### src/design/sdf_pkg.sv
// ----------------------------------------------------------------------------
// sdf_pkg
// shared types, codes and default words of the shadow register dirty flush core
// ----------------------------------------------------------------------------
package sdf_pkg;

	localparam int WORD_COUNT = 6;
	localparam int IDX_W      = 3;
	localparam int QDEPTH     = 2;
	localparam int QPTR_W     = 1;
	localparam int QCNT_W     = 2;

	localparam logic [1:0] MODE_WRITE   = 2'd0;
	localparam logic [1:0] MODE_FLUSH   = 2'd1;
	localparam logic [1:0] MODE_STARTUP = 2'd2;

	localparam logic [4:0]  MIN_LOW_BIT      = 5'd3;
	localparam logic [31:0] OUTPUTS_OFF_MASK = 32'hFFFF_FEDF;
	localparam logic [WORD_COUNT-1:0] ALL_DIRTY = 6'h3F;
	localparam logic [IDX_W-1:0] WAIT_IDX = 3'd5;
	localparam logic [IDX_W-1:0] OFF_IDX  = 3'd4;

	localparam logic [31:0] DEFAULT_WORDS [WORD_COUNT] = '{
		32'h001D_1740, 32'h4001_7FE1, 32'h8000_5F42,
		32'h0000_1F23, 32'h63EE_81FC, 32'h0040_0005
	};

	typedef struct packed {
		logic [1:0]  mode;
		logic [2:0]  reg_index;
		logic [4:0]  bit_high;
		logic [4:0]  bit_low;
		logic [31:0] field_value;
	} in_word_t;

	typedef struct packed {
		logic [31:0] spi_word;
		logic [2:0]  register_number;
		logic        wait_after;
		logic        last_word;
	} out_word_t;

	typedef enum logic [1:0] {
		CMD_WRITE,
		CMD_FLUSH,
		CMD_STARTUP
	} cmd_op_t;

	typedef struct packed {
		cmd_op_t          op;
		logic [IDX_W-1:0] idx;
		logic [31:0]      mask;
		logic [31:0]      value;
	} cmd_t;

	typedef enum logic [1:0] {
		BK_IDLE,
		BK_WRITE,
		BK_EMIT
	} back_state_t;

endpackage

### src/design/sdf_front.sv
// ----------------------------------------------------------------------------
// sdf_front
// decodes input words into back-end commands, drops rejected writes
// ----------------------------------------------------------------------------
module sdf_front (
	input  sdf_pkg::in_word_t in_word,
	output logic              cmd_keep,
	output sdf_pkg::cmd_t     cmd
);
	import sdf_pkg::*;

	logic [4:0] lo;
	logic [4:0] hi;
	logic       write_ok;

	always_comb begin
		if (in_word.bit_low > in_word.bit_high) begin
			lo = in_word.bit_high;
			hi = in_word.bit_low;
		end else begin
			lo = in_word.bit_low;
			hi = in_word.bit_high;
		end
		write_ok = (lo >= MIN_LOW_BIT) && (in_word.reg_index < IDX_W'(WORD_COUNT));

		for (int b = 0; b < 32; b++) begin
			cmd.mask[b] = (5'(b) >= lo) && (5'(b) <= hi);
		end
		cmd.value = in_word.field_value << lo;
		cmd.idx   = in_word.reg_index;
		cmd.op    = CMD_WRITE;
		cmd_keep  = 1'b0;

		unique case (in_word.mode)
			MODE_WRITE: begin
				cmd.op   = CMD_WRITE;
				cmd_keep = write_ok;
			end
			MODE_FLUSH: begin
				cmd.op   = CMD_FLUSH;
				cmd_keep = 1'b1;
			end
			MODE_STARTUP: begin
				cmd.op   = CMD_STARTUP;
				cmd_keep = 1'b1;
			end
			default: begin
				cmd.op   = CMD_WRITE;
				cmd_keep = 1'b0;
			end
		endcase
	end

endmodule

### src/design/sdf_cmd_fifo.sv
// ----------------------------------------------------------------------------
// sdf_cmd_fifo
// short command queue between the front and back ends
// ----------------------------------------------------------------------------
module sdf_cmd_fifo (
	input  logic          clk,
	input  logic          arst_n,
	input  logic          push,
	input  sdf_pkg::cmd_t push_cmd,
	input  logic          pop,
	output logic          full,
	output logic          not_empty,
	output sdf_pkg::cmd_t head_cmd
);
	import sdf_pkg::*;

	cmd_t              mem_q [QDEPTH];
	logic [QPTR_W-1:0] wr_ptr_q;
	logic [QPTR_W-1:0] rd_ptr_q;
	logic [QCNT_W-1:0] count_q;

	assign full      = (count_q == QCNT_W'(QDEPTH));
	assign not_empty = (count_q != '0);
	assign head_cmd  = mem_q[rd_ptr_q];

	always_ff @(posedge clk) begin
		if (push) begin
			mem_q[wr_ptr_q] <= push_cmd;
		end
	end

	always_ff @(posedge clk or negedge arst_n) begin
		if (!arst_n) begin
			wr_ptr_q <= '0;
			rd_ptr_q <= '0;
			count_q  <= '0;
		end else begin
			if (push) begin
				wr_ptr_q <= wr_ptr_q + 1'b1;
			end
			if (pop) begin
				rd_ptr_q <= rd_ptr_q + 1'b1;
			end
			if (push && !pop) begin
				count_q <= count_q + 1'b1;
			end else if (pop && !push) begin
				count_q <= count_q - 1'b1;
			end
		end
	end

	a_no_overflow: assert property (@(posedge clk) disable iff (!arst_n)
		full |-> !push)
		else $error("command pushed into full queue");

	a_no_underflow: assert property (@(posedge clk) disable iff (!arst_n)
		pop |-> not_empty)
		else $error("command popped from empty queue");

endmodule

### src/design/sdf_back.sv
// ----------------------------------------------------------------------------
// sdf_back
// shadow words, dirty mask and serial word emission
// ----------------------------------------------------------------------------
module sdf_back (
	input  logic               clk,
	input  logic               arst_n,
	input  logic               cmd_avail,
	input  sdf_pkg::cmd_t      cmd,
	output logic               cmd_pop,
	output logic               out_valid,
	input  logic               out_stall,
	output sdf_pkg::out_word_t out_word
);
	import sdf_pkg::*;

	back_state_t           state_q, state_nxt;
	logic [31:0]           shadow_q [WORD_COUNT];
	logic [WORD_COUNT-1:0] dirty_q, dirty_nxt;
	logic [WORD_COUNT-1:0] run_q, run_nxt;
	logic                  first_pass_q, first_pass_nxt;
	cmd_t                  cmd_q;
	logic                  out_valid_q, out_valid_nxt;
	out_word_t             out_word_q;

	logic [IDX_W-1:0]      top_idx;
	logic [IDX_W-1:0]      rd_idx;
	logic [31:0]           rd_word;
	logic [31:0]           new_word;
	logic                  changed;
	logic                  do_write;
	logic                  do_emit;
	logic                  do_restore;
	logic [WORD_COUNT-1:0] top_hot;
	logic [WORD_COUNT-1:0] run_left;
	out_word_t             emit_word;

	always_comb begin
		top_idx = '0;
		for (int i = 0; i < WORD_COUNT; i++) begin
			if (run_q[i]) begin
				top_idx = IDX_W'(i);
			end
		end
	end

	assign rd_idx   = (state_q == BK_WRITE) ? cmd_q.idx : top_idx;
	assign rd_word  = shadow_q[rd_idx];
	assign new_word = (rd_word & ~cmd_q.mask) | (cmd_q.value & cmd_q.mask);
	assign changed  = (new_word != rd_word);
	assign top_hot  = WORD_COUNT'(1) << top_idx;
	assign run_left = run_q & ~top_hot;

	always_comb begin
		state_nxt      = state_q;
		dirty_nxt      = dirty_q;
		run_nxt        = run_q;
		first_pass_nxt = first_pass_q;
		cmd_pop        = 1'b0;
		do_write       = 1'b0;
		do_emit        = 1'b0;
		do_restore     = 1'b0;
		out_valid_nxt  = out_valid_q && out_stall;

		emit_word.spi_word        = rd_word;
		emit_word.register_number = top_idx;
		emit_word.wait_after      = first_pass_q && (top_idx == WAIT_IDX);
		emit_word.last_word       = (run_left == '0) && !first_pass_q;
		if (first_pass_q && (top_idx == OFF_IDX)) begin
			emit_word.spi_word = rd_word & OUTPUTS_OFF_MASK;
		end

		unique case (state_q)
			BK_IDLE: begin
				if (cmd_avail) begin
					cmd_pop = 1'b1;
					unique case (cmd.op)
						CMD_WRITE: begin
							state_nxt = BK_WRITE;
						end
						CMD_FLUSH: begin
							dirty_nxt = '0;
							run_nxt   = dirty_q;
							if (dirty_q != '0) begin
								state_nxt = BK_EMIT;
							end
						end
						CMD_STARTUP: begin
							do_restore     = 1'b1;
							dirty_nxt      = '0;
							run_nxt        = ALL_DIRTY;
							first_pass_nxt = 1'b1;
							state_nxt      = BK_EMIT;
						end
						default: begin
							state_nxt = BK_IDLE;
						end
					endcase
				end
			end
			BK_WRITE: begin
				do_write = changed;
				if (changed) begin
					dirty_nxt = dirty_q | (WORD_COUNT'(1) << cmd_q.idx);
				end
				dirty_nxt[0] = dirty_nxt[0] | dirty_nxt[1] | dirty_nxt[4];
				state_nxt    = BK_IDLE;
			end
			BK_EMIT: begin
				if (!out_valid_q || !out_stall) begin
					do_emit       = 1'b1;
					out_valid_nxt = 1'b1;
					run_nxt       = run_left;
					if (run_left == '0) begin
						if (first_pass_q) begin
							run_nxt        = ALL_DIRTY;
							first_pass_nxt = 1'b0;
						end else begin
							state_nxt = BK_IDLE;
						end
					end
				end
			end
			default: begin
				state_nxt = BK_IDLE;
			end
		endcase
	end

	always_ff @(posedge clk or negedge arst_n) begin
		if (!arst_n) begin
			state_q      <= BK_IDLE;
			dirty_q      <= '0;
			run_q        <= '0;
			first_pass_q <= 1'b0;
			out_valid_q  <= 1'b0;
			for (int i = 0; i < WORD_COUNT; i++) begin
				shadow_q[i] <= DEFAULT_WORDS[i];
			end
		end else begin
			state_q      <= state_nxt;
			dirty_q      <= dirty_nxt;
			run_q        <= run_nxt;
			first_pass_q <= first_pass_nxt;
			out_valid_q  <= out_valid_nxt;
			if (do_restore) begin
				for (int i = 0; i < WORD_COUNT; i++) begin
					shadow_q[i] <= DEFAULT_WORDS[i];
				end
			end else if (do_write) begin
				shadow_q[cmd_q.idx] <= new_word;
			end
		end
	end

	always_ff @(posedge clk) begin
		if (cmd_pop) begin
			cmd_q <= cmd;
		end
		if (do_emit) begin
			out_word_q <= emit_word;
		end
	end

	assign out_valid = out_valid_q;
	assign out_word  = out_word_q;

	a_dirty_chain: assert property (@(posedge clk) disable iff (!arst_n)
		(dirty_q[1] || dirty_q[4]) |-> dirty_q[0])
		else $error("word 0 not dirty while word 1 or 4 is");

	a_run_only_emit: assert property (@(posedge clk) disable iff (!arst_n)
		(run_q != '0) |-> (state_q == BK_EMIT))
		else $error("pending words outside emission");

	a_wait_on_five: assert property (@(posedge clk) disable iff (!arst_n)
		(out_valid_q && out_word_q.wait_after) |->
		(out_word_q.register_number == WAIT_IDX) && !out_word_q.last_word)
		else $error("wait marker on wrong word");

endmodule

### src/design/shadow_register_dirty_flush_core.sv
// ----------------------------------------------------------------------------
// shadow_register_dirty_flush_core
// six-word shadow register file with dirty mask and serial flush
// ----------------------------------------------------------------------------
// A field write pops its command, then merges and compares it against the
// selected shadow word, and emits nothing. A flush emits each dirty word; a
// reset-and-start-up emits twelve words. Words leave one per cycle from the
// output register unless stall is held. A two-entry command queue lets the
// input side keep taking words while the back end emits, so input stall rises
// only when the queue is full.
module shadow_register_dirty_flush_core (
	input  logic               clk,
	input  logic               arst_n,
	input  logic               in_valid,
	output logic               in_stall,
	input  sdf_pkg::in_word_t  in_word,
	output logic               out_valid,
	input  logic               out_stall,
	output sdf_pkg::out_word_t out_word
);
	import sdf_pkg::*;

	cmd_t dec_cmd;
	cmd_t head_cmd;
	logic dec_keep;
	logic q_full;
	logic q_avail;
	logic q_pop;
	logic q_push;

	assign in_stall = q_full;
	assign q_push   = in_valid && !q_full && dec_keep;

	sdf_front u_front (
		.in_word  (in_word),
		.cmd_keep (dec_keep),
		.cmd      (dec_cmd)
	);

	sdf_cmd_fifo u_fifo (
		.clk       (clk),
		.arst_n    (arst_n),
		.push      (q_push),
		.push_cmd  (dec_cmd),
		.pop       (q_pop),
		.full      (q_full),
		.not_empty (q_avail),
		.head_cmd  (head_cmd)
	);

	sdf_back u_back (
		.clk       (clk),
		.arst_n    (arst_n),
		.cmd_avail (q_avail),
		.cmd       (head_cmd),
		.cmd_pop   (q_pop),
		.out_valid (out_valid),
		.out_stall (out_stall),
		.out_word  (out_word)
	);

endmodule
### config.mk
export PLATFORM = sky130hd
export DESIGN_NAME = shadow_register_dirty_flush_core
export DESIGN_NICKNAME = d
export VERILOG_FILES = /design/src/design/sdf_pkg.sv /design/src/design/sdf_front.sv /design/src/design/sdf_cmd_fifo.sv /design/src/design/sdf_back.sv /design/src/design/shadow_register_dirty_flush_core.sv
export SDC_FILE = /design/constraint.sdc
export NUM_CORES = 1
export LEC_CHECK = 0
export ABC_AREA = 1
export BUFFER_PORTS_ARGS = -buffer_cell sky130_fd_sc_hd__buf_2
export CORE_ASPECT_RATIO = 1.5
export CORE_MARGIN = 2
export CORE_UTILIZATION = 60
export DETAILED_ROUTE_END_ITERATION = 8
export HOLD_SLACK_MARGIN = 0.06
export PLACE_DENSITY = 0.78
export SYNTH_ARGS = -nofsm -noshare
export SYNTH_HDL_FRONTEND = slang
export SYNTH_SLANG_ARGS = --single-unit
### constraint.sdc
create_clock -name clk -period 7.4 [get_ports clk]
set_clock_uncertainty 0.15 [all_clocks]
set_input_delay 0.74 -clock clk [delete_from_list [all_inputs] [get_ports clk]]
set_output_delay 0.74 -clock clk [all_outputs]
set_load 0.02 [all_outputs]
==> impl_metrics.tcl <==
set metrics [dict create \
    status "finished clean" \
    seq_area_um2 12650 \
    clock_latency_ns 0.55 \
    cts_made_buffers 42 \
    ant_nets 0 \
    cts_buffer_depth 3 \
    worstSetupPathType "register to register" \
    layout_min_cycle_time_ns 5.157 \
    vias 18026 \
    ir_drop_uv 297.7 \
    numPortBuffers 89 \
    wl_per_cell_um 19.54 \
    ys_top_cells_by_count "nand2_1 (771), nand3_1 (317), edfxtp_1 (242), o21ai_0 (229), inv_1 (171)" \
    tritoncts "yes" \
    use_met1_pct 37.25 \
    post-synth-top-count-cell "nand2_1" \
    grt_use_met3_pct 3.633 \
    seq_area_frac_synth_pct 57.74 \
    grt_pass1_vias 17455 \
    post_route_cells_drive_above_1_share_pct 11.02 \
    grt.total_usage_pct 31.35 \
    path_clk_slew_ns 0.06 \
    start_util_pct 60.93 \
    ys_seq_elements 454 \
    setup_viol 0 \
    routed_wl_mm 59.33 \
    coreArea_um2 35950 \
    synth_area_um2 21900 \
    leakage_nw 10.57 \
    grt_pass1_wl_mm 93.47 \
    drc 0 \
    hold_viol 0 \
    grt.busiest_layer "met2" \
    firstDrtPassIters 5 \
    globalplace.congestion 0.9798 \
    multiInputGateArea_um2 7973 \
    synth_fp_nets 2559 \
    drt_iter0_drc 1535 \
    worstMarginPinSlew_ns 1.161 \
    crit_path_end_kind "register" \
    antenna_cells 0 \
    synthFlopType "edfxtp_1" \
    synthTopCellsByArea "edfxtp_1 (33%), dfrtp_1 (17%), nand2_1 (13%)" \
    post_dp_cell_area_um2 22620 \
    nets 2590 \
    synth-edff-count 242 \
    clock-root-buffer "clkbuf_16" \
    grt_overflow 0 \
    max-slew-margin-rel_pct 22.03 \
    dpl.cell_count 2959 \
    cts_num_sinks 454 \
    cap_violations 0 \
    grt_max_degree 170 \
    fin_area_um2 23990 \
    fmax_mhz 193.9 \
    synthCells 2495 \
    synth_warnings 0 \
    whs_ns 0.2423 \
    grtUsageMet2_pct 53.57 \
    netlist.area_leader.share_pct 33.18 \
    dieHeight_um 238.0 \
    post_cts_buffers 0 \
    rrSetupSlack_ns 2.24 \
    antenna_found_initial 0 \
    power_w 0.01115 \
    synth_cell_types 46 \
    syn_avg_cell_area_um2 8.779 \
    powerDensity_nw_per_um2 464.6 \
    slew_violations 0 \
    final_cells 3036 \
    num-fill-cells 2910 \
    crit_arrival_ns 5.49 \
    finalCritPeriodShare_pct 69.69 \
    die_area_um2 38080 \
    hpwl_mm 39.61 \
    cts_resized 0 \
    critPathLaunchType "register" \
    pin_count 90 \
    chipWidth_um 160.0 \
    rows 85 \
    min_path_type "primary input to register" \
    worstPathMaxFanout 37 \
    h-tree-depth 2 \
    fin_tns_setup_ns 0 \
    cp.required_ns 7.73 \
    vias_per_cell 5.937 \
    area_delta_synth_final_pct 9.545 \
    synth_top_cell_by_area "edfxtp_1" \
    async_reset_ff_share_pct 46.70 \
    rsz0062_at_grt "no" \
]
==> per-stage QoR <==
stage          worst slack (ns)  util [%]
6_report                  2.243     66.75
5_1_grt                   2.098     66.75
4_1_cts                   2.409     66.75
3_5_place_dp              2.451     62.94
3_3_place_gp              2.449     62.94
2_1_floorplan             1.188         -
==> path summary, 6_finish.rpt <==
kind / to / depth (start not counted) / from
max: u_back.shadow_q[97]$_DFFE_PN1P_ / 19 / u_back.state_q[1]$_DFFE_PN0P_
min: u_fifo.mem_q[1][64]$_DFFE_PP_ / 1 / in_word[42]
max reg2reg: u_back.shadow_q[97]$_DFFE_PN1P_ / 19 / u_back.state_q[1]$_DFFE_PN0P_
min reg2reg: u_back.shadow_q[135]$_DFFE_PN1P_ / 2 / u_back.shadow_q[135]$_DFFE_PN1P_
max in group asynchronous: u_back.shadow_q[167]$_DFFE_PN0P_ / 3 / arst_n
min in group asynchronous: u_fifo.rd_ptr_q$_DFFE_PN0P_ / 2 / arst_n
==> final cells by class <==
type                            count  share of cell area (%)
Inverter                          182                   2.868
Multi-Input combinational cell   1726                   33.23
Timing Repair Buffer              120                   3.030
Sequential cell                   454                   52.71
Tap cell                          478                   2.493
Clock buffer                       58                   4.886
Clock inverter                     18                  0.7822
==> sequential cells by signal, summed over array words and instances (netlist names), 2 cells and up <==
signal,cells
u_back.shadow_q,192
u_fifo.mem_q,138
u_back.cmd_q,67
u_back.out_word,37
u_back.dirty_q,6
u_back.run_q,6
u_back.state_q,2
u_fifo.count_q,2
==> metal layers <==
layer | part of all wire, % | up-vias
li1 | - | 8456
met1 | 37 | 8498
met2 | 49 | 841
met3 | 6.7 | 231
met4 | 7.5 | 0
met5 | 0 | -
==> report_power, final <==
group	switching, W	internal [W]
clock	0.000920	0.00125
sequential	0.000438	0.00378
combinational	0.00354	0.00122
total	0.00490	0.00625
==> critical path, cell delays in order (launching register included) <==
cell	delay (ns)
dfrtp_1	0.43
inv_2	0.10
nand2_4	0.08
nand3_1	0.60
nand2_2	0.53
nor2_2	0.19
buf_4	0.47
o211ai_1	0.18
nand2_1	0.24
inv_2	0.06
nand2_1	0.06
nand3_1	0.11
nor2_1	0.20
nand2_1	0.12
nor2_2	0.14
nand2_4	0.13
nand2_2	0.61
buf_4	0.39
a21oi_1	0.10
nor2_1	0.13
==> kinds of logic after synthesis <==
logic type / Yosys count / synth area share [%]
and+or+nand+nor: 1325 / 25.58
DFF: 454 / 57.74
AOI/OAI and AO/OA: 376 / 9.374
buffers and inverters: 315 / 6.032
adders and majority gates: 13 / 0.7426
muxes: 9 / 0.4113
xor gates and xnor gates: 3 / 0.1200
==> cells in the final DEF (no fill, tap or decap), types with 6 or more instances in the layout <==
cell	instances
o211ai_1	22
o221ai_1	6
dfrtp_1	151
nor3_1	17
inv_2	7
or2_2	6
o21ai_0	227
o22ai_1	21
edfxtp_1	242
nand2_2	9
nand2_1	771
dfstp_2	60
a211oi_1	10
o21ai_1	28
ha_1	13
inv_1	170
buf_4	27
mux2i_1	9
a21oi_1	45
clkbuf_16	43
nor2_1	150
clkinv_1	11
buf_2	88
clkbuf_1	11
nand3_1	317
nand4_1	32
==> what timing repair did <==
item,CTS,global route
hold endpoints to repair,41,0
endpoints found under the setup margin,0,0
hold buffers,1,0
No activity file was read; power rests on OpenSTA's default activity.
